===== config.mk =====
export PLATFORM = sky130hd
export DESIGN_NAME = i2c_master_bit_engine_top
export DESIGN_NICKNAME = d
export VERILOG_FILES = /design/src/hdl/i2cmbe_pkg.sv /design/src/hdl/i2cmbe_front.sv /design/src/hdl/i2cmbe_back.sv /design/src/hdl/i2c_master_bit_engine_top.sv
export SDC_FILE = /design/constraint.sdc
export NUM_CORES = 1
export LEC_CHECK = 0
export BUFFER_PORTS_ARGS = -buffer_cell sky130_fd_sc_hd__buf_2
export CORE_MARGIN = 3
export CORE_UTILIZATION = 55
export DETAILED_ROUTE_END_ITERATION = 10
export PLACE_DENSITY = 0.73
export SLEW_MARGIN = 0
export SYNTH_ARGS = -nofsm -noshare
export SYNTH_HDL_FRONTEND = slang
export SYNTH_SLANG_ARGS = --single-unit

===== constraint.sdc =====
create_clock -name clock -period 8 [get_ports clock]
set_input_delay 2 -clock clock [delete_from_list [all_inputs] [get_ports clock]]
set_output_delay 2 -clock clock [all_outputs]
set_load 0.01 [all_outputs]

===== src/hdl/i2cmbe_pkg.sv =====
//------------------------------------------------------------------------------
// I2C master bit engine package
// Request codes, sequencer command encoding and the queue entry type.
//------------------------------------------------------------------------------
`default_nettype none

package i2cmbe_pkg;

   // request codes on req_type
   localparam logic [2:0] REQ_TICK   = 3'd0;
   localparam logic [2:0] REQ_START  = 3'd1;
   localparam logic [2:0] REQ_STOP   = 3'd2;
   localparam logic [2:0] REQ_WRITE  = 3'd3;
   localparam logic [2:0] REQ_READ   = 3'd4;
   localparam logic [2:0] REQ_SACK   = 3'd5;
   localparam logic [2:0] REQ_RACK   = 3'd6;
   localparam logic [2:0] REQ_UNUSED = 3'd7;

   localparam logic [7:0] ACK_TIMEOUT_RST = 8'd250;
   localparam logic [4:0] WRITE_LAST_PH   = 5'd23;
   localparam logic [4:0] READ_LAST_PH    = 5'd16;

   // queue between the front and the sequencer
   localparam int QDEPTH = 2;
   localparam int QPTR_W = (QDEPTH > 1) ? $clog2(QDEPTH) : 1;
   localparam int QCNT_W = $clog2(QDEPTH + 1);

   // sequencer command, one-hot; CMD_IDLE in a queue entry marks a tick
   typedef enum logic [6:0] {
      CMD_IDLE  = 7'b0000001,
      CMD_START = 7'b0000010,
      CMD_STOP  = 7'b0000100,
      CMD_WRITE = 7'b0001000,
      CMD_READ  = 7'b0010000,
      CMD_SACK  = 7'b0100000,
      CMD_RACK  = 7'b1000000
   } cmd_type;

   typedef struct packed {
      cmd_type    cmd;      // command to load, or CMD_IDLE for a tick
      logic [7:0] tx_load;  // shift value for write byte / send ack
      logic       sda_in;   // sampled SDA level for a tick
   } entry_type;

endpackage

`default_nettype wire


===== src/hdl/i2cmbe_front.sv =====
//------------------------------------------------------------------------------
// I2C master bit engine front end
// Classifies request items and holds them in a short queue for the sequencer.
//------------------------------------------------------------------------------
`default_nettype none

module i2cmbe_front
   import i2cmbe_pkg::*;
(
   input  wire logic        clock,
   input  wire logic        reset,
   input  wire logic        req_valid,
   output logic             req_stall,
   input  wire logic [2:0]  req_type,
   input  wire logic [7:0]  req_tx_byte,
   input  wire logic        req_ack_bit,
   input  wire logic        req_sda_in,
   output logic             q_valid,
   output entry_type        q_entry,
   input  wire logic        q_pop
);

   entry_type           queue_ff [QDEPTH];
   logic [QPTR_W-1:0]   wr_ptr_ff, wr_ptr_in;
   logic [QPTR_W-1:0]   rd_ptr_ff, rd_ptr_in;
   logic [QCNT_W-1:0]   count_ff, count_in;
   entry_type           new_entry;
   logic                push;

   always_comb begin
      new_entry.sda_in  = req_sda_in;
      new_entry.tx_load = 8'd0;
      case (req_type)
         REQ_START: new_entry.cmd = CMD_START;
         REQ_STOP:  new_entry.cmd = CMD_STOP;
         REQ_WRITE: begin
            new_entry.cmd     = CMD_WRITE;
            new_entry.tx_load = req_tx_byte;
         end
         REQ_READ:  new_entry.cmd = CMD_READ;
         REQ_SACK:  begin
            new_entry.cmd     = CMD_SACK;
            new_entry.tx_load = {req_ack_bit, 7'd0};
         end
         REQ_RACK:  new_entry.cmd = CMD_RACK;
         default:   new_entry.cmd = CMD_IDLE;  // tick and the unused code
      endcase
   end

   assign req_stall = (count_ff == QCNT_W'(QDEPTH));
   assign push      = req_valid && !req_stall;
   assign q_valid   = (count_ff != '0);
   assign q_entry   = queue_ff[rd_ptr_ff];

   always_comb begin
      wr_ptr_in = wr_ptr_ff;
      rd_ptr_in = rd_ptr_ff;
      if (push) begin
         wr_ptr_in = (wr_ptr_ff == QPTR_W'(QDEPTH - 1)) ? '0 : wr_ptr_ff + 1'b1;
      end
      if (q_pop) begin
         rd_ptr_in = (rd_ptr_ff == QPTR_W'(QDEPTH - 1)) ? '0 : rd_ptr_ff + 1'b1;
      end
      count_in = count_ff + QCNT_W'(push) - QCNT_W'(q_pop);
   end

   always_ff @(posedge clock) begin
      if (reset) begin
         wr_ptr_ff <= '0;
         rd_ptr_ff <= '0;
         count_ff  <= '0;
      end else begin
         wr_ptr_ff <= wr_ptr_in;
         rd_ptr_ff <= rd_ptr_in;
         count_ff  <= count_in;
      end
   end

   always_ff @(posedge clock) begin
      if (push) begin
         queue_ff[wr_ptr_ff] <= new_entry;
      end
   end

endmodule

`default_nettype wire


===== src/hdl/i2cmbe_back.sv =====
//------------------------------------------------------------------------------
// I2C master bit engine sequencer
// Runs the pin phase sequences one queue entry at a time and registers results.
//------------------------------------------------------------------------------
`default_nettype none

module i2cmbe_back
   import i2cmbe_pkg::*;
(
   input  wire logic        clock,
   input  wire logic        reset,
   input  wire logic        q_valid,
   input  wire entry_type   q_entry,
   output logic             q_pop,
   input  wire logic        csr_valid,
   output logic             csr_ready,
   input  wire logic [7:0]  csr_data,
   output logic             rsp_valid,
   input  wire logic        rsp_stall,
   output logic             rsp_scl_out,
   output logic             rsp_sda_out,
   output logic             rsp_busy_res,
   output logic             rsp_done_res,
   output logic [7:0]       rsp_rx_byte,
   output logic             rsp_ack_failed
);

   cmd_type     cmd_ff, cmd_in;
   logic [4:0]  phase_ff, phase_in;
   logic [1:0]  wsub_ff, wsub_in;
   logic [7:0]  tx_ff, tx_in;
   logic [7:0]  rx_ff, rx_in;
   logic [7:0]  poll_ff, poll_in;
   logic        scl_ff, scl_in;
   logic        sda_ff, sda_in;
   logic        nack_ff, nack_in;
   logic [7:0]  timeout_ff;
   logic        fin, hold, jump;

   logic        rsp_valid_ff, rsp_valid_in;
   logic        rsp_done_ff;

   assign csr_ready = 1'b1;
   assign q_pop     = q_valid && (!rsp_valid_ff || !rsp_stall);

   always_comb begin
      cmd_in   = cmd_ff;
      phase_in = phase_ff;
      wsub_in  = wsub_ff;
      tx_in    = tx_ff;
      rx_in    = rx_ff;
      poll_in  = poll_ff;
      scl_in   = scl_ff;
      sda_in   = sda_ff;
      nack_in  = nack_ff;
      fin      = 1'b0;
      hold     = 1'b0;
      jump     = 1'b0;

      if (cmd_ff == CMD_IDLE) begin
         if (q_entry.cmd != CMD_IDLE) begin
            cmd_in   = q_entry.cmd;
            phase_in = 5'd0;
            wsub_in  = 2'd0;
            poll_in  = 8'd0;
            nack_in  = 1'b0;
            if (q_entry.cmd == CMD_WRITE || q_entry.cmd == CMD_SACK) begin
               tx_in = q_entry.tx_load;
            end
            if (q_entry.cmd == CMD_READ) begin
               rx_in = 8'd0;
            end
         end
      end else if (q_entry.cmd == CMD_IDLE) begin
         case (cmd_ff)
            CMD_START: begin
               if (phase_ff == 5'd0) sda_in = 1'b1;
               else if (phase_ff == 5'd1) scl_in = 1'b1;
               else if (phase_ff == 5'd2) sda_in = 1'b0;
               else begin
                  scl_in = 1'b0;
                  fin    = 1'b1;
               end
            end
            CMD_STOP: begin
               if (phase_ff == 5'd0) sda_in = 1'b0;
               else if (phase_ff == 5'd1) scl_in = 1'b1;
               else begin
                  sda_in = 1'b1;
                  fin    = 1'b1;
               end
            end
            CMD_WRITE: begin
               // wsub tracks the phase within one bit
               wsub_in = (wsub_ff == 2'd2) ? 2'd0 : wsub_ff + 2'd1;
               if (wsub_ff == 2'd0) sda_in = tx_ff[7];
               else if (wsub_ff == 2'd1) scl_in = 1'b1;
               else begin
                  scl_in = 1'b0;
                  tx_in  = {tx_ff[6:0], 1'b0};
                  fin    = (phase_ff >= WRITE_LAST_PH);
               end
            end
            CMD_READ: begin
               if (phase_ff == 5'd0) sda_in = 1'b1;
               else if (phase_ff[0]) begin
                  scl_in = 1'b1;
                  rx_in  = {rx_ff[6:0], q_entry.sda_in};
               end else begin
                  scl_in = 1'b0;
                  fin    = (phase_ff >= READ_LAST_PH);
               end
            end
            CMD_SACK: begin
               if (phase_ff == 5'd0) sda_in = tx_ff[7];
               else if (phase_ff == 5'd1) scl_in = 1'b1;
               else begin
                  scl_in = 1'b0;
                  fin    = 1'b1;
               end
            end
            CMD_RACK: begin
               if (phase_ff == 5'd0) sda_in = 1'b1;
               else if (phase_ff == 5'd1) begin
                  scl_in = 1'b1;
                  if (q_entry.sda_in) begin
                     if (poll_ff >= timeout_ff) begin
                        // timed out: flag nack and run a stop with SCL high
                        nack_in  = 1'b1;
                        cmd_in   = CMD_STOP;
                        phase_in = 5'd0;
                        jump     = 1'b1;
                     end else begin
                        poll_in = poll_ff + 8'd1;
                        hold    = 1'b1;
                     end
                  end
               end else begin
                  scl_in = 1'b0;
                  fin    = 1'b1;
               end
            end
            default: fin = 1'b1;
         endcase

         if (fin) begin
            cmd_in   = CMD_IDLE;
            phase_in = 5'd0;
         end else if (!hold && !jump) begin
            phase_in = phase_ff + 5'd1;
         end
      end
   end

   always_comb begin
      rsp_valid_in = rsp_valid_ff && rsp_stall;
      if (q_pop) rsp_valid_in = 1'b1;
   end

   always_ff @(posedge clock) begin
      if (reset) begin
         cmd_ff       <= CMD_IDLE;
         phase_ff     <= 5'd0;
         wsub_ff      <= 2'd0;
         tx_ff        <= 8'd0;
         rx_ff        <= 8'd0;
         poll_ff      <= 8'd0;
         scl_ff       <= 1'b1;
         sda_ff       <= 1'b1;
         nack_ff      <= 1'b0;
         timeout_ff   <= ACK_TIMEOUT_RST;
         rsp_valid_ff <= 1'b0;
      end else begin
         rsp_valid_ff <= rsp_valid_in;
         if (csr_valid && csr_ready) begin
            timeout_ff <= csr_data;
         end
         if (q_pop) begin
            cmd_ff   <= cmd_in;
            phase_ff <= phase_in;
            wsub_ff  <= wsub_in;
            tx_ff    <= tx_in;
            rx_ff    <= rx_in;
            poll_ff  <= poll_in;
            scl_ff   <= scl_in;
            sda_ff   <= sda_in;
            nack_ff  <= nack_in;
         end
      end
   end

   // result register: pins and status after the update
   always_ff @(posedge clock) begin
      if (q_pop) begin
         rsp_done_ff <= fin;
      end
   end

   assign rsp_valid      = rsp_valid_ff;
   assign rsp_scl_out    = scl_ff;
   assign rsp_sda_out    = sda_ff;
   assign rsp_busy_res   = (cmd_ff != CMD_IDLE);
   assign rsp_done_res   = rsp_done_ff;
   assign rsp_rx_byte    = rx_ff;
   assign rsp_ack_failed = nack_ff;

endmodule

`default_nettype wire


===== src/hdl/i2c_master_bit_engine_top.sv =====
//------------------------------------------------------------------------------
// I2C master bit engine
// Command front end, item queue and pin phase sequencer.
//------------------------------------------------------------------------------
// Every request item yields exactly one result item. An item is taken each
// cycle unless req_stall is high: the front end decodes it into a two-entry
// queue, and the sequencer consumes one queue entry per cycle unless rsp_stall
// holds the result register, updating the SCL/SDA state, which also serves as
// the result register, at the edge where the entry leaves the queue.
// req_stall rises only when the queue is full, which
// happens only while rsp_stall holds the result register. The result fields
// are the pin and status state after the item: a command item loads the
// sequence without moving a pin, and each later tick item moves one phase.
// Write ack_timeout through the csr_ port only while no transfer is pending.
//------------------------------------------------------------------------------
`default_nettype none

module i2c_master_bit_engine_top
   import i2cmbe_pkg::*;
(
   input  wire logic        clock,
   input  wire logic        reset,
   input  wire logic        req_valid,
   output logic             req_stall,
   input  wire logic [2:0]  req_type,
   input  wire logic [7:0]  req_tx_byte,
   input  wire logic        req_ack_bit,
   input  wire logic        req_sda_in,
   input  wire logic        csr_valid,
   output logic             csr_ready,
   input  wire logic [7:0]  csr_data,
   output logic             rsp_valid,
   input  wire logic        rsp_stall,
   output logic             rsp_scl_out,
   output logic             rsp_sda_out,
   output logic             rsp_busy_res,
   output logic             rsp_done_res,
   output logic [7:0]       rsp_rx_byte,
   output logic             rsp_ack_failed
);

   logic       q_valid;
   logic       q_pop;
   entry_type  q_entry;

   i2cmbe_front u_front (
      .clock       (clock),
      .reset       (reset),
      .req_valid   (req_valid),
      .req_stall   (req_stall),
      .req_type    (req_type),
      .req_tx_byte (req_tx_byte),
      .req_ack_bit (req_ack_bit),
      .req_sda_in  (req_sda_in),
      .q_valid     (q_valid),
      .q_entry     (q_entry),
      .q_pop       (q_pop)
   );

   i2cmbe_back u_back (
      .clock          (clock),
      .reset          (reset),
      .q_valid        (q_valid),
      .q_entry        (q_entry),
      .q_pop          (q_pop),
      .csr_valid      (csr_valid),
      .csr_ready      (csr_ready),
      .csr_data       (csr_data),
      .rsp_valid      (rsp_valid),
      .rsp_stall      (rsp_stall),
      .rsp_scl_out    (rsp_scl_out),
      .rsp_sda_out    (rsp_sda_out),
      .rsp_busy_res   (rsp_busy_res),
      .rsp_done_res   (rsp_done_res),
      .rsp_rx_byte    (rsp_rx_byte),
      .rsp_ack_failed (rsp_ack_failed)
   );

endmodule

`default_nettype wire


==> run_results.csv <==
group,metric,value,unit
finish,drive_gt1_share,14.2,%
worst_setup_path,critPathArrivalTime,4560,ps
floorplanning,pin_count,42,
grt,grt.overflow.total,0,
worst_setup_path,slowest_stage,"a2bb2oi_1",
place,dp_hpwl,6150,um
floorplanning,die_area,9160,sq um
timing,finalCriticalPeriod,4280,ps
clock_network,cts_buffer_depth,2,
route,drt-pass1-iter-count,4,
logic_synthesis,synth.top_cells.by_area,"dfxtp_1 25%, edfxtp_1 22%, ha_1 5.1%",
route,via_count,3443,
clock_network,clkSlewWorstSetupHoldPaths,90,ps
logic_synthesis,synth_area,4430,sq um
logic_synthesis,ys_types,69,
grt,antenna_found_initial,0,
clock_network,clock-sinks,88,
clock_network,cts_hold_buf,0,
logic_synthesis,synth_top_family_by_area,"simple AND/OR/NAND/NOR gates",
power_and_ir_drop,p_seq_share,40.5,%
power_and_ir_drop,p_comb_share,39.3,%
timing,period_share,53.5,%
clock_network,cts.root.buffer_cell,"clkbuf_8",
logic_synthesis,synthSimpleGateAreaFrac,19.8,%
logic_synthesis,synth_top_area_share,24.9,%
logic_synthesis,post-synth-top-count-cell,"dfxtp_1",
logic_synthesis,syn_area_per_cell,9.67,sq um
power_and_ir_drop,p_sw_share,42.1,%
logic_synthesis,yosys-mux-area-fraction,4.78,%
timing,tightestPinTransition,1130,ps
worst_setup_path,worst_ep_required_time,8280,ps
grt,grt_max_degree,41,
clock_network,htree_levels,3,
clock_network,cts_buffers,9,
timing,maxSlewViolCount,0,
floorplanning,fp.dieW,95.7,um
floorplanning,num_rows,32,
timing,clock.fmax,0.234,GHz
logic_synthesis,synth_nets,502,
power_and_ir_drop,p_switching,0.000629,W
hold_path,worstHoldPathType,"reg2reg",
timing,finalSetupViolations,0,
grt,grt_use_total,19.8,%
grt,grt_pass1_vias,3033,
power_and_ir_drop,p_int,0.000865,W
clock_network,post-cts-setup-buffer-count,0,
logic_synthesis,synthXorXnorAreaFrac,1.38,%
worst_setup_path,critPathMaxStageDelay,680,ps
worst_setup_path,cp_cell_sequence,"buf_2, a2bb2oi_1, nor2b_1, o21ai_0, or4_1, o21ai_0",
finish,antenna_cells,0,
finish,multi_input_area,2140,sq um
finish,n_fill_cell,700,
timing,hold_viol_final,0,
place,gp_congestion,0.873,
route,ant_nets,0,
clock_network,cts_resized,0,
logic_synthesis,synth_fa_ha_area_share,5.09,%
route,drc,0,
grt,grt_pass1_wl,14200,um
power_and_ir_drop,leakage,1.87,nW
logic_synthesis,synth-edff-count,33,
timing,relSlewSlack,24.1,%
logic_synthesis,synth_top_area_cell,"dfxtp_1",
place,pre_cts_ws,3380,ps
timing,fin_skew,11.3,ps
floorplanning,dieHeight,95.7,um
power_and_ir_drop,cellPowerDensity,307,nW/um^2
status,status,"finished, final reports clean",
route,drt_iter0_drc,137,
logic_synthesis,yosysSeqAreaShare,47.3,%
timing,fin_setup_tns,0,ps
power_and_ir_drop,finalPower,0.00149,W
job,maxCapViolations,0,
worst_setup_path,cp_max_fo,12,
power_and_ir_drop,clkPwrFrac,20.2,%
logic_synthesis,synth_common_cells,"55 x dfxtp_1, 38 x nand2_1, 33 x a21oi_1, 33 x edfxtp_1, 31 x nor2_1",
finish,syn_to_final_growth,10.0,%
timing,rsz0062_at_grt,"false",
worst_setup_path,crit_top_cell,"o21ai_0",
worst_setup_path,endpoint_kind,"flop",
timing,worst_slack,3720,ps
worst_setup_path,path_class,"in2reg",
worst_setup_path,cp-start-kind,"input port",
route,routed_via_density,5.79,
logic_synthesis,synthCells,458,
logic_synthesis,synth_seq_cells,88,
clock_network,insertion_delay,350,ps
route,avgRoutedWirePerCell,14.6,um
logic_synthesis,yosys_most_used_dff,"dfxtp_1",
power_and_ir_drop,ir_worst_vdd,0.157,mV
finish,regArea,2090,sq um
logic_synthesis,ys_warn_count,0,
finish,utilization,62.7,%
route,wl,8660,um
place,io_buffer_count,40,
logic_synthesis,async_flop_share,0,%
finish,nets,532,
floorplanning,core_area,7770,sq um
clock_network,cts_tree,"built",
logic_synthesis,synth-compound-area-share,17.2,%
floorplanning,start_util,57.0,%
[cell families after synthesis]
kind of cell               after synthesis
and+or+nand+nor                        162
AOI/OAI and AO/OA                      112
DFF                                     88
buffers and inverters                   49
muxes                                   21
adders and majority gates               18
xor gates and xnor gates                 7
other                                    1
[power by group through the flow]
stage | Sequential, W | Clock, W | Combinational, W
finish | 0.000605 | 0.000302 | 0.000587
detailed placement | 0.000616 | 0 | 0.000588
floorplan | 0.000578 | 0 | 0.000488
global placement | 0.000612 | 0 | 0.000568
global route | 0.000616 | 0.000333 | 0.000658
CTS | 0.000605 | 0.000312 | 0.000589
[per-stage QoR]
| step | instances | hold slack (ps) | cell area [sq um] |
|---|---|---|---|
| 5_1_grt | 595 | 489 | 4870 |
| 6_report | 595 | 456 | 4870 |
| 4_1_cts | 595 | 462 | 4870 |
| 3_3_place_gp | 579 | 437 | 4680 |
| 2_1_floorplan | 458 | 432 | 4430 |
| 3_5_place_dp | 579 | 448 | 4680 |
[per-layer routing]
| metal | vias up | part of all wire (%) | global-route usage, % | wire length, um |
|---|---|---|---|---|
| met2 | 65 | 48 | 30.2 | 4120 |
| met4 | 0 | 0.83 | 7.23 | 72 |
| met3 | 8 | 3.8 | 3.60 | 332 |
| met1 | 1616 | 48 | 28.0 | 4130 |
| li1 | 1754 | - | - | - |
| met5 | - | 0 | 0 | 0 |
[flip-flops by register name, summed over array words and instances (netlist names), 2 cells and up, named ones only]
name and count:
u_front.queue_ff 32, u_back.cmd_ff 7, u_back.poll_ff 8, u_back.rsp_rx_byte 8
u_back.tx_ff 8, u_back.wsub_ff 2, u_front.count_ff 2, u_back.timeout_ff 8
u_back.phase_ff 5
[worst max-delay path: cells and delay by family]
family                 cells  cell delay (ps)
AOI/OAI and AO/OA          3             1300
and+or+nand+nor            2             1150
buffers and inverters      1              100
[placed cells by master (no fill, tap or decap), types with 3 or more instances in the layout]
cell	n
inv_1	24
nand4_1	6
clkbuf_8	9
xor2_1	4
or3_1	12
o22ai_1	3
buf_4	3
and3_1	4
edfxtp_1	33
mux2i_1	20
a211oi_1	4
nand2b_1	8
ha_1	18
or4_1	5
nor3_1	4
dfxtp_1	55
nor2_1	31
o211ai_1	12
inv_8	3
nand3_1	17
a21oi_1	33
nor4_1	4
o21ai_1	3
xnor2_1	3
nor3b_1	4
o21ai_0	15
nand2_1	38
nor2b_1	5
a32oi_1	4
buf_2	40
a21o_1	3
o41ai_1	4
a211o_1	8
and2_1	7
[final timing paths]
| path | startpoint | to | slack [ps] | cells past startpoint |
|---|---|---|---|---|
| setup / recovery | rsp_stall | u_back.cmd_ff[6]$_SDFFE_PP0P_ | 3720 | 6 |
| hold / removal | u_back.rsp_ack_failed$_SDFFE_PP0P_ | u_back.rsp_ack_failed$_SDFFE_PP0P_ | 460 | 2 |
| setup reg to reg | flop | u_back.cmd_ff[6]$_SDFFE_PP0P_ | 4010 | 8 |
| hold reg to reg | u_back.rsp_ack_failed$_SDFFE_PP0P_ | u_back.rsp_ack_failed$_SDFFE_PP0P_ | 460 | 2 |
[final cells by class]
cell class	instances	area share, %
Tap cell	102	2.62
Timing Repair Buffer	43	4.57
Clock inverter	7	1.41
Sequential cell	88	43.0
Clock buffer	9	2.54
Multi-Input combinational cell	321	44.0
Inverter	25	1.93
No activity file was read; power rests on OpenSTA's default activity.
